--- src/rtl/reversible_deque_assert.svh ---
// Assertion macros for the deque. Each checks at the rising edge of the given clock
// and is disabled while the given active-low reset is low.
`ifndef REVERSIBLE_DEQUE_ASSERT_SVH
`define REVERSIBLE_DEQUE_ASSERT_SVH

`ifndef SYNTHESIS

`define RDQ_ASSERT(lbl, clk, rst_n, cond) \
	lbl: assert property (@(posedge clk) disable iff (!rst_n) (cond)) \
		else $error("deque assertion failed");

`define RDQ_ASSERT_SAME(lbl, clk, rst_n, ante, cons) \
	lbl: assert property (@(posedge clk) disable iff (!rst_n) (ante) |-> (cons)) \
		else $error("deque assertion failed");

`define RDQ_ASSERT_NEXT(lbl, clk, rst_n, ante, cons) \
	lbl: assert property (@(posedge clk) disable iff (!rst_n) (ante) |=> (cons)) \
		else $error("deque assertion failed");

`else

`define RDQ_ASSERT(lbl, clk, rst_n, cond)

`define RDQ_ASSERT_SAME(lbl, clk, rst_n, ante, cons)

`define RDQ_ASSERT_NEXT(lbl, clk, rst_n, ante, cons)

`endif

`endif

--- src/rtl/rdq_pkg.sv ---
`timescale 1ns / 1ps

package rdq_pkg;

	localparam int DEPTH = 1024;
	localparam int AW    = (DEPTH > 1) ? $clog2(DEPTH) : 1;
	localparam int CW    = $clog2(DEPTH + 1);
	localparam int DW    = 32;

	localparam logic [2:0] ACT_POP_BACK   = 3'd0;
	localparam logic [2:0] ACT_POP_FRONT  = 3'd1;
	localparam logic [2:0] ACT_REVERSE    = 3'd2;
	localparam logic [2:0] ACT_PUSH_BACK  = 3'd3;
	localparam logic [2:0] ACT_PUSH_FRONT = 3'd4;

	localparam logic [1:0] ST_OK    = 2'd0;
	localparam logic [1:0] ST_EMPTY = 2'd1;
	localparam logic [1:0] ST_FULL  = 2'd2;

	typedef struct packed {
		logic [2:0]           action;
		logic signed [DW-1:0] value;
	} cmd_t;

	typedef struct packed {
		logic signed [DW-1:0] data;
		logic [1:0]           status;
	} res_t;

	typedef struct packed {
		logic                 we;
		logic [AW-1:0]        waddr;
		logic signed [DW-1:0] wdata;
		logic                 re;
		logic [AW-1:0]        raddr;
	} mem_req_t;

	typedef struct packed {
		logic       valid;
		logic       from_mem;
		logic [1:0] status;
	} pend_t;

	function automatic logic [AW-1:0] idx_inc(input logic [AW-1:0] i);
		return (i == AW'(DEPTH - 1)) ? '0 : i + 1'b1;
	endfunction

	function automatic logic [AW-1:0] idx_dec(input logic [AW-1:0] i);
		return (i == '0) ? AW'(DEPTH - 1) : i - 1'b1;
	endfunction

	// head plus offset, wrapped once; the sum stays below twice the depth
	function automatic logic [AW-1:0] idx_add(input logic [AW-1:0] h, input logic [CW-1:0] c);
		logic [AW:0] s;
		s = {1'b0, h} + (AW+1)'(c);
		return (s >= (AW+1)'(DEPTH)) ? AW'(s - (AW+1)'(DEPTH)) : s[AW-1:0];
	endfunction

endpackage

--- src/rtl/rdq_ctrl.sv ---
`timescale 1ns / 1ps

module rdq_ctrl (
	input  logic                   clk,
	input  logic                   arst_n,
	input  logic                   fire,
	input  rdq_pkg::cmd_t          cmd,
	output rdq_pkg::mem_req_t      mem_req,
	output rdq_pkg::pend_t         pend_s1,
	output logic [rdq_pkg::CW-1:0] fill
);

	logic [rdq_pkg::AW-1:0] head_q, head_d;
	logic [rdq_pkg::CW-1:0] cnt_q, cnt_d;
	logic                   flag_q, flag_d;
	rdq_pkg::pend_t         pend_d;
	logic                   to_back;

	always_comb begin
		head_d        = head_q;
		cnt_d         = cnt_q;
		flag_d        = flag_q;
		mem_req       = '0;
		mem_req.wdata = cmd.value;
		pend_d        = '0;
		// logical end maps to the physical back unless reversed
		to_back = ((cmd.action == rdq_pkg::ACT_POP_BACK) ||
			(cmd.action == rdq_pkg::ACT_PUSH_BACK)) != flag_q;
		if (fire) begin
			case (cmd.action)
				rdq_pkg::ACT_POP_BACK, rdq_pkg::ACT_POP_FRONT: begin
					pend_d.valid = 1'b1;
					if (cnt_q == '0) begin
						pend_d.status = rdq_pkg::ST_EMPTY;
					end else begin
						pend_d.from_mem = 1'b1;
						pend_d.status   = rdq_pkg::ST_OK;
						mem_req.re      = 1'b1;
						cnt_d           = cnt_q - 1'b1;
						if (to_back) begin
							mem_req.raddr = rdq_pkg::idx_add(head_q, cnt_q - 1'b1);
						end else begin
							mem_req.raddr = head_q;
							head_d        = rdq_pkg::idx_inc(head_q);
						end
					end
				end
				rdq_pkg::ACT_REVERSE: begin
					flag_d = !flag_q;
				end
				rdq_pkg::ACT_PUSH_BACK, rdq_pkg::ACT_PUSH_FRONT: begin
					if (cnt_q == rdq_pkg::CW'(rdq_pkg::DEPTH)) begin
						// drop the push and report it
						pend_d.valid  = 1'b1;
						pend_d.status = rdq_pkg::ST_FULL;
					end else begin
						mem_req.we = 1'b1;
						cnt_d      = cnt_q + 1'b1;
						if (to_back) begin
							mem_req.waddr = rdq_pkg::idx_add(head_q, cnt_q);
						end else begin
							head_d        = rdq_pkg::idx_dec(head_q);
							mem_req.waddr = rdq_pkg::idx_dec(head_q);
						end
					end
				end
				default: begin
				end
			endcase
		end
	end

	always_ff @(posedge clk or negedge arst_n) begin
		if (!arst_n) begin
			head_q  <= '0;
			cnt_q   <= '0;
			flag_q  <= 1'b0;
			pend_s1 <= '0;
		end else begin
			head_q  <= head_d;
			cnt_q   <= cnt_d;
			flag_q  <= flag_d;
			pend_s1 <= pend_d;
		end
	end

	assign fill = cnt_q;

endmodule

--- config.mk ---
export PLATFORM = sky130hd
export DESIGN_NAME = rdq_ctrl
export DESIGN_NICKNAME = d
export VERILOG_FILES = /design/src/rtl/reversible_deque_assert.svh /design/src/rtl/rdq_pkg.sv /design/src/rtl/rdq_ctrl.sv
export SDC_FILE = /design/constraint.sdc
export NUM_CORES = 1
export LEC_CHECK = 0
export ABC_AREA = 1
export BUFFER_PORTS_ARGS = -buffer_cell sky130_fd_sc_hd__buf_2
export CAP_MARGIN = 30
export CORE_ASPECT_RATIO = 0.7
export CORE_UTILIZATION = 43
export DETAILED_ROUTE_END_ITERATION = 10
export GPL_TIMING_DRIVEN = 0
export PLACE_DENSITY = 0.69
export SLEW_MARGIN = 20
export SYNTH_ARGS = -nofsm -noshare
export SYNTH_HDL_FRONTEND = slang
export SYNTH_SLANG_ARGS = --single-unit
--- constraint.sdc ---
create_clock -name clk -period 3.5 [get_ports clk]
set_input_delay 0.35 -clock clk [delete_from_list [all_inputs] [get_ports clk]]
set_output_delay 0.35 -clock clk [all_outputs]
set_load 0.1 [all_outputs]
---- Yosys cells after proc, flatten, opt, wreduce, memory -nomap -nowiden ----
Index checks and enable logic that the tools add are counted.
Widths: inputs -> output; s select.
storage, ports and cells
  output and inout bits ................... 69
  bits in registers ....................... 26
operators by class
  equal/unequal tests ..................... 11
  $add $sub $neg .......................... 8
  reduce and logical (&&, ||, !) cells .... 11
  $lt $le $gt $ge ......................... 2
  muxes and demuxes ....................... 28
operators by type and width
  cell                   number
  $mux 10                10
  $mux 11                8
  $sub 10x1->10 const B  3
  $add 10x11->11         2
  $ge 11x11->1 const B   2
  $pmux 11 s2            1
  $pmux 10 s2            1
  $add 11x1->11 const B  1
  $eq 11x11->1 const B   1
  $logic_not 11->1       1
  $sub 11x1->11 const B  1
  $add 10x1->10 const B  1
  $eq 10x10->1 const B   1
  $logic_not 10->1       1
  $ne 2x2->1 const B     4
  $eq 3x2->1 const B     2
  $reduce_and 6->1       1
  $mux 1                 4
  $mux 4                 1
  $pmux 2 s2             1
  $reduce_and 4->1       1
  $reduce_or 2->1        2
  $eq 3x1->1 const B     1
  $eq 3x3->1 const B     1
  other kinds (8)        8

---- Longest topological paths before layout ----
  word-level depth ........................ 8
  depth in mapped cells ................... 16
  gate-level depth less buffers ........... 16

---- Worst setup path after synthesis ----
OpenSTA, ideal clock, no wires.
  path type ............................... reg2out
  from .................................... register cnt_q, in the netlist fill[0]
  to ...................................... output port mem_req[4] in the netlist's numbering
  arrival ................................. 4908 ps
  slack ................................... -1758 ps
  cell stages (with the launch flop) ...... 10
  required time ........................... 3150 ps
  path buffers ............................ 0
  cell sequence ........................... dfrtp_1 > clkinv_1 > ha_1 > fa_1 > inv_1 > nand3_1 > nand2_1 > or2_2 > a21oi_1 > a211oi_1
RTL lines
  item                    line            text
  from (decl)             rdq_ctrl.sv:14  logic [rdq_pkg::CW-1:0] cnt_q, cnt_d;
  from (signal assigned)  rdq_ctrl.sv:81  cnt_q <= cnt_d;
  to (decl)               rdq_ctrl.sv:8   output rdq_pkg::mem_req_t mem_req,

==> metrics <==
setup skew after layout=4.87 ps; final routed wire length divided by cell count=14.8 µm; leftover overflow at the end of global routing=0; antenna-violating nets left=0; post-route cell area=4380 µm²; VDD IR max=859 µV; met2 Usage GRT=0.352; layout cells sized above 1=0.311; num ports=107; Max Clock Freq=303 MHz; Post-layout nets=687; post-synthesis cell type with the largest combined area=dfrtp_1; via count of the routed design=3811; highest fanout seen on the critical path=10; Post-synth EDFFs=0; Power Total=0.00481 W; total nets after synthesis=602; Horiz. Die Dim=110 µm; CTS root buf=clkbuf_16; arrival time of the worst setup path=2960 ps; Critical Path RT=3150 ps; final period utilization=0.944; final critical-path required period=3310 ps; register clock-pin slew on the reported worst setup and hold paths=80 ps; CTS sink count=26; final number of setup-violating endpoints=0; antenna diode instance count=0; global placement routability congestion=0.942; Cell variety after synth=44; reported net switching power=0.00305 W; share of the yosys chip area belonging to registers=0.186; H-tree Lvls=1; share of total power consumed by net switching=0.635; buffers from clock root to sink, at most=2; Sum Neg Setup Slack=0 ps; fraction of power consumed by the clock network=0.074; dominant cell by count in the synthesized netlist=nand2_1; Cells after Synth=539; DP Area=4160 µm²; input/output buffers=74; First DRT Iteration DRCs=274; HPWL after detailed placement=8.43 mm; number of hold-slack violations in the final timing report=0; cell internal pwr=0.00176 W; synthesized cell area=3500 µm²; top cell type's share of synthesized area=0.186; leakage power total=2.24 nW; DRC=0; vias in the first global route=3301; average vias per placed instance=5.26; number of placement rows=27; total number of yosys warnings=0; Tightest Pin Transition=661 ps; Vert. Die Dim=77.5 µm; total power density per cell area=1100 nW/µm²; met3 track demand over resource=0.0370; busiest metal layer after global routing=met1; Maximum Capacitance Violations=0; number of storage elements in the synthesis netlist=26; predominant post-synthesis flop cell=dfrtp_1; total wire length after detailed routing=10.7 mm; Num CTS Buffers=3; Slew Limit Fails=0; kind of end point of the critical path=output pin; remaining max-slew budget at the tightest pin=0.559; average cell area after synthesis=6.50 µm²; Core Region=7870 µm²; post-route core utilization=0.557; combinational fraction of design power=0.783; antenna violations before repair=0; result of the run=complete, no violations; number of search-and-repair iterations in the first detailed-routing pass=4; critical path class=reg2out; clock tree from TritonCTS=done; largest net degree at the start of global routing=27; growth of design area from synthesis to finish=25.1%; wire length of the first global-routing pass=17.0 mm; global-route track usage on met1=0.423; RSZ-0062 raised after global routing=no; leading post-synthesis cells by instance count=nand2_1 (139), nor2_1 (55), inv_1 (52), nand3_1 (37), buf_4 (35); share of power burned in registers=0.143; critical path startpoint category=flip-flop; top post-synthesis cells by area=dfrtp_1 (19%), nand2_1 (15%), ha_1 (8.2%), buf_4 (7.5%), xor2_1 (6.3%); GRT Total Usage=0.259; clock insertion delay at the later pin of the skew report=270 ps; share of async-settable or async-resettable flops after synthesis=1.00; worst hold path class=in2async; area of the die=8520 µm²; effective utilization at floorplan=0.445
cell usage in the layout, fill, tap and decap left out, drive strengths merged, types with 2 or more instances in the layout:
cell type	instances
fa	2
or2	3
clkbuf	4
ha	23
a21oi	27
buf	123
nand3	39
xnor2	5
inv	57
nor2	59
nand2	145
dfrtp	26
a211oi	3
nor3	5
nand4	11
xor2	25
a31oi	2
o21ai	53
final cells by class:
class,count,area (µm²)
sequential,26,658
inverter,58,234
multi-input combinational,411,2500
clock inverter,1,30.0
buffer,44,328
timing repair buffer,80,433
clock buffer,3,75.1
tap,101,126
fill,779,3490
worst paths after layout:
check | cells past startpoint | to | start | slack [ps]
worst max-delay path | 16 | mem_req[9] | fill[0]$_DFFE_PN0P_ | 190
worst min-delay path | 1 | head_q[4]$_DFFE_PN0P_ | arst_n | 100
worst max register to register | 10 | head_q[5]$_DFFE_PN0P_ | head_q[1]$_DFFE_PN0P_ | 1310
worst min register to register | 1 | flag_q$_DFFE_PN0P_ | flag_q$_DFFE_PN0P_ | 490
max in group asynchronous | 1 | fill[0]$_DFFE_PN0P_ | arst_n | 2910
min in group clk | 3 | pend_s1[1]$_DFF_PN0_ | fire | 410
layer usage:
layer / part of all wire / vias to the layer above / wire length, µm
li1: - / 1893 / -
met1: 0.50 / 1733 / 5390
met2: 0.40 / 175 / 4290
met3: 0.083 / 10 / 885
met4: 0.011 / 0 / 122
met5: 0 / - / 0
power by group through the flow:
stage	clock (W)	sequential (W)	combinational [W]
after floorplan	0	0.00100	0.00258
after global placement	0	0.000682	0.00352
after detailed placement	0	0.000681	0.00356
after CTS	0.000362	0.000676	0.00360
after global routing	0.000371	0.000704	0.00408
final	0.000357	0.000686	0.00376
logic make-up (layout without fill, tap and decap cells):
family	Yosys count	after routing	share of synthesized area
AO/OA/AOI/OAI	91	91	0.153
XOR/XNOR	30	30	0.0750
adder cells (fa/ha/maj)	25	25	0.0936
buffers and inverters	102	186	0.157
flip-flops	26	26	0.186
AND/OR/NAND/NOR	265	265	0.335
metrics by stage:
step,setup slack (ps),hold slack [ps],cells
4_1_cts,6.50,120,719
3_3_place_gp,-39.3,401,714
5_1_grt,3.95,145,724
6_report,194,101,724
3_5_place_dp,-36.7,417,714
2_1_floorplan,44.5,54.4,539
state kept, by name, indices dropped and copies added, names as in the netlist:
| register | flops |
|---|---|
| pend_s1 | 4 |
| head_q | 10 |
| fill | 11 |
| flag_q | 1 |
worst max-delay path, cell delays in order (launching register included):
cell     delay, ps
dfrtp_4        520
inv_8          110
ha_4           170
nand2_1         90
nor2_2         160
xor2_2         190
ha_1           280
nand2_1        110
inv_1           60
a21oi_2        130
nand3_1        140
inv_1           80
nand2_1         60
nand3_1         70
nand2_1         80
a21oi_4        220
buf_12         200
what timing repair did:
item	in CTS	in global routing
hold buffers	0	0
pin swaps	0	5
endpoints found under the setup margin	6	5
buffers inserted	1	5
resized for setup	7	12
Power figures use the tool's default switching activity.
