<file path="src/rtl/reversible_deque_assert.svh">
// Assertion macros for the deque. Each checks at the rising edge of the given clock
// and is disabled while the given active-low reset is low.
`ifndef REVERSIBLE_DEQUE_ASSERT_SVH
`define REVERSIBLE_DEQUE_ASSERT_SVH

`ifndef SYNTHESIS

`define RDQ_ASSERT(lbl, clk, rst_n, cond) \
	lbl: assert property (@(posedge clk) disable iff (!rst_n) (cond)) \
		else $error("deque assertion failed");

`define RDQ_ASSERT_SAME(lbl, clk, rst_n, ante, cons) \
	lbl: assert property (@(posedge clk) disable iff (!rst_n) (ante) |-> (cons)) \
		else $error("deque assertion failed");

`define RDQ_ASSERT_NEXT(lbl, clk, rst_n, ante, cons) \
	lbl: assert property (@(posedge clk) disable iff (!rst_n) (ante) |=> (cons)) \
		else $error("deque assertion failed");

`else

`define RDQ_ASSERT(lbl, clk, rst_n, cond)

`define RDQ_ASSERT_SAME(lbl, clk, rst_n, ante, cons)

`define RDQ_ASSERT_NEXT(lbl, clk, rst_n, ante, cons)

`endif

`endif

</file>
<file path="src/rtl/rdq_pkg.sv">
`timescale 1ns / 1ps

package rdq_pkg;

	localparam int DEPTH = 1024;
	localparam int AW    = (DEPTH > 1) ? $clog2(DEPTH) : 1;
	localparam int CW    = $clog2(DEPTH + 1);
	localparam int DW    = 32;

	localparam logic [2:0] ACT_POP_BACK   = 3'd0;
	localparam logic [2:0] ACT_POP_FRONT  = 3'd1;
	localparam logic [2:0] ACT_REVERSE    = 3'd2;
	localparam logic [2:0] ACT_PUSH_BACK  = 3'd3;
	localparam logic [2:0] ACT_PUSH_FRONT = 3'd4;

	localparam logic [1:0] ST_OK    = 2'd0;
	localparam logic [1:0] ST_EMPTY = 2'd1;
	localparam logic [1:0] ST_FULL  = 2'd2;

	typedef struct packed {
		logic [2:0]           action;
		logic signed [DW-1:0] value;
	} cmd_t;

	typedef struct packed {
		logic signed [DW-1:0] data;
		logic [1:0]           status;
	} res_t;

	typedef struct packed {
		logic                 we;
		logic [AW-1:0]        waddr;
		logic signed [DW-1:0] wdata;
		logic                 re;
		logic [AW-1:0]        raddr;
	} mem_req_t;

	typedef struct packed {
		logic       valid;
		logic       from_mem;
		logic [1:0] status;
	} pend_t;

	function automatic logic [AW-1:0] idx_inc(input logic [AW-1:0] i);
		return (i == AW'(DEPTH - 1)) ? '0 : i + 1'b1;
	endfunction

	function automatic logic [AW-1:0] idx_dec(input logic [AW-1:0] i);
		return (i == '0) ? AW'(DEPTH - 1) : i - 1'b1;
	endfunction

	// head plus offset, wrapped once; the sum stays below twice the depth
	function automatic logic [AW-1:0] idx_add(input logic [AW-1:0] h, input logic [CW-1:0] c);
		logic [AW:0] s;
		s = {1'b0, h} + (AW+1)'(c);
		return (s >= (AW+1)'(DEPTH)) ? AW'(s - (AW+1)'(DEPTH)) : s[AW-1:0];
	endfunction

endpackage

</file>
<file path="src/rtl/rdq_obuf.sv">
`timescale 1ns / 1ps

module rdq_obuf (
	input  logic          clk,
	input  logic          arst_n,
	input  logic          push,
	input  rdq_pkg::res_t push_item,
	input  logic          pop,
	output rdq_pkg::res_t item,
	output logic          valid,
	output logic [1:0]    level
);

	rdq_pkg::res_t ent_q [2];
	logic          wr_q;
	logic          rd_q;
	logic [1:0]    level_q;

	always_ff @(posedge clk) begin
		if (push) begin
			ent_q[wr_q] <= push_item;
		end
	end

	always_ff @(posedge clk or negedge arst_n) begin
		if (!arst_n) begin
			wr_q    <= 1'b0;
			rd_q    <= 1'b0;
			level_q <= '0;
		end else begin
			if (push) begin
				wr_q <= !wr_q;
			end
			if (pop) begin
				rd_q <= !rd_q;
			end
			level_q <= level_q + {1'b0, push} - {1'b0, pop};
		end
	end

	assign item  = ent_q[rd_q];
	assign valid = (level_q != '0);
	assign level = level_q;

endmodule

</file>
<file path="config.mk">
export PLATFORM = sky130hd
export DESIGN_NAME = rdq_obuf
export DESIGN_NICKNAME = d
export VERILOG_FILES = /design/src/rtl/reversible_deque_assert.svh /design/src/rtl/rdq_pkg.sv /design/src/rtl/rdq_obuf.sv
export SDC_FILE = /design/constraint.sdc
export NUM_CORES = 1
export LEC_CHECK = 0
export BUFFER_PORTS_ARGS = -buffer_cell sky130_fd_sc_hd__buf_4
export CAP_MARGIN = 40
export CORE_ASPECT_RATIO = 0.75
export CORE_MARGIN = 2
export CORE_UTILIZATION = 52
export CTS_CLUSTER_DIAMETER = 120
export CTS_CLUSTER_SIZE = 20
export DETAILED_ROUTE_END_ITERATION = 12
export PLACE_DENSITY = 0.79
export SLEW_MARGIN = 20
export SYNTH_ARGS = -nofsm -noshare
export SYNTH_HDL_FRONTEND = slang
export SYNTH_SLANG_ARGS = --single-unit
</file>
<file path="constraint.sdc">
create_clock -name clk -period 3.1 [get_ports clk]
set_clock_uncertainty 0.2 [all_clocks]
set_input_delay 0.31 -clock clk [delete_from_list [all_inputs] [get_ports clk]]
set_output_delay 0.31 -clock clk [all_outputs]
set_load 0.02 [all_outputs]
</file>
Word level (Yosys, flattened, before mapping)

Memory sizes are Yosys's and may differ from the RTL's.
Index checks and enable logic that the tools add are counted.

$add $sub $neg: 2
Multiplexer cells: 2
Reductions and logical operators: 3

Operators by type and width:

| kind               | number |
|---|---|
| $add A2 B1 Y2      | 1 |
| $logic_not A1 Y1   | 2 |
| $mux W1            | 2 |
| $reduce_bool A2 Y1 | 1 |
| $sub A2 B1 Y2      | 1 |

Bits in registers: 4
Memory bits (writable): 68
Bits of input ports: 38
Output and inout bits: 37
Logic and storage cells: 11
Memories: 1

Memories:

| memory | depth | width | read ports | clocked after memory_dff | wr ports | line           | source |
|---|---|---|---|---|---|---|---|
| ent_q  | 2     | 34    | 1          | 0                        | 1        | rdq_obuf.sv:14 | `rdq_pkg::res_t ent_q [2];` |

Depth between registers and ports, before layout

Gate-level depths: netlist of run 1.

Word-level depth: 2
Gate-level depth with buffers: 5
Mapped depth without buffers: 5

Least setup slack after synthesis of run 1

OpenSTA, ideal clock, no wires.

Kind: register -> register
Start: register wr_q
End: memory ent_q[0][0] (netlist name), enable pin
Library setup time: 0.429 ns
Data arrival time: 1.930 ns
Required time: 2.471 ns
Setup slack: 0.541 ns
Stages on the path, launching flop included: 2
Path buffers: 0
Clock period less this slack: 2.559 ns
Cell sequence: dfrtp_1 > nor2b_1

RTL lines:

| item                   | line           | source |
|---|---|---|
| from (decl)            | rdq_obuf.sv:15 | `logic wr_q;` |
| from (signal assigned) | rdq_obuf.sv:32 | `wr_q <= !wr_q;` |
| to (decl)              | rdq_obuf.sv:14 |  |

Straight into the memory's write port.

==> run metrics, run 1 <==
final WL=about 5500 µm; Root Driver=clkbuf_8; # setup viols final=0; detailed placement HPWL=approximately 3300 µm; relative slew slack=about half; worst slew pin tran=0.769 ns; CTS Buf Count=9; Syn Std Cell Area=2800 µm²; Leak Pwr=1.66 nW; total global routing track utilization=20.1%; Post-Syn Nets=160; fin crit period=between 2 and 2.5 ns; Tcrit/Tclk final=76.7%; cells after synthesis=120; final RePlAce weighted congestion=between 0.6 and 0.7; die height=67.5 µm; fmax=about 0.42 GHz; CTS tree=done; Critical Path End Type=output port; RSZ-0062 raised after global routing=no; # IOs=75; Fin. Hold Viols=0; Cell Rows=23; Skew-Pair Late Insertion Delay=between 0.3 and 0.4 ns; TNS Setup=0 ns; vias in the first global route=1,600; Seq/Total Area, Yosys=approximately three quarters; GRT overflow=0; worst stage delay on the critical path=slightly below 0.8 ns; commonest non-fill, non-tap cell in the layout=buf_4; nets=around 280; post-route ant nets=0; most used cells in the layout excluding fill and tap cells=buf_4, edfxtp_1, dlygate4sd3_1, mux2_4, clkbuf_8; number of fill cells in the layout=291; CTS H-tree depth=3; hold slack=between 0.1 and 0.15 ns; clk slew on worst S/H paths=~0.08 ns; core area=5270 µm²; initial antenna violation count=0; Critical path buffers and inverters=2; IO buf count=74; CP startpoint kind=flip-flop; Layout area overhead=44.9%; Hold Crit Class=input pin to asynchronous set/reset pin; delay-heaviest family, CP=flip-flops; die area=about 6000 µm²; Max-Cap Viols=0; Yosys cell types=13; drt pass-1 iters=4; Mapped Avg Cell Area=about 23 µm²; crit-path max FO=20; CP max stage cell=dfrtp_2; critical-path cell list=buf_12 -> mux2_4 -> buf_4; die width=about 89 µm; WP data required=around 2.6 ns; CP Data Arrival Time=roughly 1.9 ns; status=completed; Initial Utilization=between 50 and 60%; largest net degree at the start of global routing=26; via count=between 1.5k and 2k; Synth warnings=0; WL/cell=roughly 17 µm; first-pass GRT wire length=8230 µm; CP Class=flip-flop to output port; max-slew violations=0; vias per inst=4.74; DRT iter0 DRCs=between 60 and 70; DRC viols=0; share of layout cells above drive strength 1=52.8%; PwrDens=~900 nW/µm²; clk sinks=72; clk buf depth=2; ant diodes=0; VDD IR max=0.608 mV; Seq cells post-synth=slightly above 70
## where the power goes
group | leakage [nW] | total [mW] | internal [mW] | switching [mW]
Sequential | 0.684 | 1.43 | 1.30 | 0.133
Clock | 0.119 | 0.877 | 0.535 | 0.342
Combinational | 0.856 | 1.31 | 0.702 | 0.613
## cells by family (layout without fill, tap and decap cells)
group | count (synthesis) | after routing | synth area share (%)
flip-flops | 72 | 72 | 76.6
multiplexers | 34 | 34 | 17.6
buffers and inverters | 6 | 132 | 2.82
XOR/XNOR | 3 | 3 | 1.48
AND/OR/NAND/NOR | 3 | 3 | 0.671
adder cells (fa/ha/maj) | 2 | 2 | 0.894
## cell usage after synthesis (all sizes together)
master  count  area share (%)
xor2        2            0.63
nor2b       1            0.22
inv         2            0.27
dfrtp       4             3.6
and2        1            0.22
ha          2            0.89
xor3        1            0.85
mux2       34              18
or2         1            0.22
edfxtp     68              73
buf         4             2.5
## registers in the layout (all words and copies together), names as in the netlist
name / flops
ent_q: 68
level: 2
rd_q: 1
wr_q: 1
## layer usage
metal / track usage, % / part of all wire (%) / vias to the layer above / routed length, µm
met3: 9.41 / 6.3 / 4 / 344
met5: 0 / 0 / - / 0
li1: - / - / 707 / -
met1: 22.7 / 40 / 754 / 2210
met2: 34.5 / 52 / 57 / 2860
met4: 5.68 / 0.77 / 0 / 42
## through the flow
step	setup WS, ns	util, %	std cells	power [mW]	area [µm²]
5_1_grt	0.617	77.0	321	3.78	4050
2_1_floorplan	0.541	-	120	2.31	2800
3_5_place_dp	1.07	65.3	268	2.73	3440
3_3_place_gp	1.14	64.8	267	2.66	3410
6_report	0.724	77.0	321	3.62	4050
4_1_cts	0.700	77.0	321	3.65	4050
## final cells by class
cell class                      count  area [µm²]  share of cell area, %
Clock inverter                      7         120                   2.96
Inverter                            2        7.51                  0.185
Multi-Input combinational cell     42         584                   14.4
Sequential cell                    72        2140                   52.9
Clock buffer                        9         124                   3.06
Tap cell                           75        93.8                   2.31
Timing Repair Buffer              114         981                   24.2
## timing repair
action,in CTS,in global routing
hold buffers,37,0
endpoints found under the hold margin,74,0
resized for setup,0,0
setup endpoints to repair,0,0
setup buffers,0,0
## path summary, 6_finish.rpt
| check | from | end | slack [ns] | cells past startpoint |
|---|---|---|---|---|
| max in group asynchronous | arst_n | rd_q | 2.48 | 2 |
| hold reg to reg | wr_q | wr_q | 0.35 | 1 |
| setup / recovery | rd_q | item[26] | 0.72 | 3 |
| min in group clk | wr_q | wr_q | 0.35 | 1 |
| hold / removal | arst_n | rd_q | 0.10 | 2 |
| setup reg to reg | wr_q | ent_q[1][8] | 1.09 | 2 |
(Power assumes the default switching activity.)
==> inputs of run 2 (changes only) <==
clock period = 2.28 ns   (was 3.1 ns; I/O delays follow)
==> run 2 against run 1 <==
Compared with the run above: die area did not move; sequential cell count unchanged; combinational power up 40%; via count decreased by 1.7%; final cell count increased by 1.2%; register-to-register slack got worse by 0.47 ns.
==> run metrics, run 2 (synthesis results as in run 1) <==
# setup viols final=0; WP data required=~1.9 ns; critical-path cell list=buf_4 -> mux2_2 -> buf_4; post-CTS setup buffers=0; clk slew on worst S/H paths=0.07 ns; Skew-Pair Late Insertion Delay=0.34 ns; Initial Utilization=between 50% and 60%; Tcrit/Tclk final=approximately nine tenths; via count=1,496; post-route ant nets=0; sequential share of power=40.2%; vias in the first global route=1,542; first-pass GRT wire length=between 7000 and 8000 µm; largest reg by FF count=ent_q; TNS Setup=0 ns; worst slew pin tran=~0.38 ns; nets=between 200 and 300; relative slew slack=about three quarters; combinational share of power=between 30% and 40%; clk sinks=slightly above 70; Cell Rows=23; CTS tree=done; # IOs=75; clock share of power=between 20% and 30%; ant diodes=0; clk buf depth=2; crit-path max FO=9; VDD IR max=0.867 mV; RSZ-0062 raised after global routing=no; WL/cell=about 15 µm; delay-heaviest family, CP=flip-flops; drt pass-1 iters=4; fmax=between 0.4 and 0.5 GHz; PwrDens=around 1200 nW/µm²; die width=88.7 µm; max-slew violations=0; Int Pwr=3.26 mW; Hold Crit Class=flip-flop to flip-flop; die area=around 6000 µm²; Layout area overhead=43.9%; CTS Buf Count=9; fin crit period=roughly 2.0 ns; CTS Hold Bufs=39; worst stage delay on the critical path=approximately 0.5 ns; core area=5270 µm²; die height=a little under 70 µm; DRT iter0 DRCs=between 60 and 70; P_sw=1.42 mW; Critical path buffers and inverters=2; CP max stage cell=dfrtp_2; CTS H-tree depth=3; Largest register FFs=approximately 70; CP startpoint kind=flip-flop; Net Sw Frac=30.4%; Fin. Hold Viols=0; IO buf count=74; CP Class=flip-flop to output port; initial antenna violation count=0; commonest non-fill, non-tap cell in the layout=buf_4; share of layout cells above drive strength 1=between 50% and 60%; status=completed; DRC viols=0; Critical Path End Type=output port; crit-path most repeated cell=buf_4; total global routing track utilization=between 10% and 20%; most used cells in the layout excluding fill and tap cells=buf_4, edfxtp_1, dlygate4sd3_1, mux2_4, clkbuf_8; detailed placement HPWL=between 3000 and 4000 µm; final WL=just under 5000 µm; Max-Cap Viols=0; Root Driver=clkbuf_8; CTS resizes=0; vias per inst=4.60; Leak Pwr=approximately 1.6 nW; largest net degree at the start of global routing=29; overall power=roughly 4.7 mW; final RePlAce weighted congestion=0.654; CP Data Arrival Time=between 1.5 and 2 ns; GRT overflow=0
run 2: final cells by class:
| class | instances | area, µm² |
|---|---|---|
| multi-input combinational | 42 | 586 |
| clock inverter | 4 | 53.8 |
| inverter | 2 | 7.51 |
| clock buffer | 12 | 145 |
| tap | 75 | 93.8 |
| timing repair buffer | 118 | 996 |
| sequential | 72 | 2140 |
| fill | 311 | 1240 |
run 2: worst paths after layout:
path / depth (start not counted) / to / slack, ns / from
worst max-delay path: 3 / item[2] / 0.24 / rd_q
worst min-delay path: 1 / wr_q / 0.38 / wr_q
worst max register to register: 2 / ent_q[1][15] / 0.62 / wr_q
worst min register to register: 1 / wr_q / 0.38 / wr_q
max in group asynchronous: 4 / wr_q / 0.68 / arst_n
min in group asynchronous: 3 / level[0] / 0.55 / arst_n
run 2: stage by stage:
stage | instance area (µm²) | utilization (%) | setup slack (ns) | std cells | hold WS, ns
finish | 4030 | 76.4 | 0.240 | 325 | 0.382
global route | 4030 | 76.4 | 0.164 | 325 | 0.399
CTS | 4030 | 76.4 | 0.228 | 325 | 0.374
detailed placement | 3440 | 65.2 | 0.612 | 270 | -0.170
global placement | 3440 | 65.2 | 0.631 | 270 | -0.174
floorplan | 2800 | - | 0.365 | 120 | -0.268
run 2: worst reg2reg max path, stage by stage (launching register included):
cell,delay (ns)
dfrtp_1,0.43
and2_2,0.28
buf_4,0.38
run 2: power groups by stage:
stage | sequential (mW) | combinational, mW | clock, mW
2_1_floorplan | 1.88 | 1.26 | 0
3_3_place_gp | 1.89 | 1.76 | 0
3_5_place_dp | 1.91 | 1.79 | 0
4_1_cts | 1.88 | 1.85 | 1.00
5_1_grt | 1.91 | 1.94 | 1.04
6_report | 1.88 | 1.83 | 0.971
run 2: metal layers:
layer | vias to the layer above | wire [µm] | GRT usage (%)
met5 | - | 0 | 0
met4 | 0 | 36 | 3.41
met3 | 5 | 347 | 8.68
met2 | 56 | 2610 | 31.5
met1 | 722 | 1900 | 18.7
li1 | 713 | - | -
==> inputs of run 3 (changes only) <==
CORE_UTILIZATION = 45   (was 52)
PLACE_DENSITY = 0.7   (was 0.79)
==> run 3 against run 2 <==
Compared with the run above: via count stayed put; fmax is 1.9% lower; count of clock-buffer cells in the layout is 1 lower; combinational power hardly changed; critical path depth stayed put; global-route usage is 2.1 points lower; setup slack worse by 0.039 ns; critical path type unchanged; largest cell class unchanged.
==> run metrics, run 3 (synthesis results as in run 1) <==
largest reg by FF count=ent_q; commonest non-fill, non-tap cell in the layout=buf_4; VDD IR max=between 0.5 and 0.6 mV; Skew-Pair Late Insertion Delay=0.33 ns; # IOs=75; post-route ant nets=0; Critical Path End Type=output port; core area=between 5000 and 6000 µm²; drt pass-1 iters=4; Worst path depth=3; largest net degree at the start of global routing=28; max-slew violations=0; PwrDens=1130 nW/µm²; Max-Cap Viols=0; most used cells in the layout excluding fill and tap cells=buf_4, edfxtp_1, dlygate4sd3_1, mux2_4, clkbuf_8; die width=between 90 and 100 µm; CTS Buf Count=9; Worst R2R Path Depth=2; detailed placement HPWL=approximately 3200 µm; clk buf depth=2; DRT iter0 DRCs=79; Fin. Hold Viols=0; CTS resizes=0; delay-heaviest family, CP=flip-flops; die area=between 6000 and 7000 µm²; critical-path cell list=buf_12 -> mux2_2 -> buf_4; CTS H-tree depth=3; CTS tree=done; DRC viols=0; final WL=4860 µm; RSZ-0062 raised after global routing=no; Placed Cells incl. Taps=between 200 and 300; ant diodes=0; status=completed; CP max stage cell=dfrtp_2; clk sinks=72; number of fill cells in the layout=400; share of layout cells above drive strength 1=52.2%; placed instance area=about 3400 µm²; WL/cell=approximately 15 µm; fin crit period=about 2.1 ns; die height=a little over 70 µm; CP Class=flip-flop to output port; Cell Rows=24; fmax=0.481 GHz; CP startpoint kind=flip-flop; worst slew pin tran=~0.38 ns; Initial Utilization=between 40 and 50%; GRT overflow=0; Leak Pwr=about 1.6 nW; Layout area overhead=42.0%; # setup viols final=0; WP data required=1.85 ns; crit-path max FO=27; via count=approximately 1.5k; Root Driver=clkbuf_8; non-filler instance count after layout=roughly 320; clk slew on worst S/H paths=~0.07 ns; initial antenna violation count=0; Hold Crit Class=input pin to asynchronous set/reset pin; total global routing track utilization=between 15 and 20%; TNS Setup=0 ns; CP Data Arrival Time=roughly 1.7 ns; Largest register FFs=between 60 and 70; vias in the first global route=between 1.5k and 2k; IO buf count=74; relative slew slack=74.6%; Tcrit/Tclk final=approximately 91%; vias per inst=~4.6; worst stage delay on the critical path=around 0.52 ns; final RePlAce weighted congestion=around 0.66; nets=around 280; Critical path buffers and inverters=2; fin area=3970 µm²; first-pass GRT wire length=between 7000 and 8000 µm
## run 3: changes by cell type in the layout (fill, tap and decap cells not counted), sizes merged
cell,before,now
buf,79,77
clkbuf,12,11
bufinv,1,0
dlygate4sd3,39,37
clkinv,1,3
clkinvlp,2,1
## run 3: final timing paths
path	slack, ns	startpoint	to
setup / recovery	0.20	rd_q	item[1]
hold / removal	0.02	arst_n	level[1]
setup reg to reg	0.74	wr_q	ent_q[1][31]
hold reg to reg	0.35	wr_q	wr_q
max in group asynchronous	1.75	arst_n	rd_q
min in group clk	0.35	wr_q	wr_q
## run 3: through the flow
| stage | util, % | hold WS (ns) | setup slack [ns] | power [mW] |
|---|---|---|---|---|
| after floorplan | - | -0.268 | 0.365 | 3.13 |
| after global placement | 58.3 | -0.172 | 0.571 | 3.65 |
| after detailed placement | 58.3 | -0.171 | 0.544 | 3.71 |
| after CTS | 67.2 | 0.00347 | 0.168 | 4.56 |
| after global routing | 67.2 | 0.00951 | 0.133 | 4.72 |
| final | 67.2 | 0.0157 | 0.201 | 4.51 |
## run 3: timing repair
item,CTS,global route
setup buffers,0,0
hold buffers,37,0
hold endpoints to repair,75,0
## run 3: area by class of cell
| class | count | area, µm² | share of cell area, % |
|---|---|---|---|
| tap | 78 | 97.6 | 2.46 |
| timing repair buffer | 114 | 986 | 24.8 |
| sequential | 72 | 2140 | 53.9 |
| clock inverter | 4 | 22.5 | 0.567 |
| inverter | 2 | 7.51 | 0.189 |
| multi-input combinational | 42 | 586 | 14.7 |
| clock buffer | 11 | 131 | 3.31 |
## run 3: per-layer routing
layer / track usage [%] / share of wire (%) / wire [µm]
met5: 0 / 0 / 0
met4: 6.76 / 1.5 / 72
met3: 5.61 / 7.1 / 345
met2: 26.3 / 50 / 2450
met1: 17.4 / 41 / 1990
## run 3: report_power, final
group	internal (mW)	switching (mW)
sequential	1.76	0.120
clock	0.383	0.413
combinational	0.957	0.870
total	3.10	1.40
## run 3: worst reg2reg max path, delay by kind of cell (launching register included)
kind	cells	cell delay (ns)
and+or+nand+nor	1	0.39
DFF	1	0.41
buffers and inverters	1	0.23
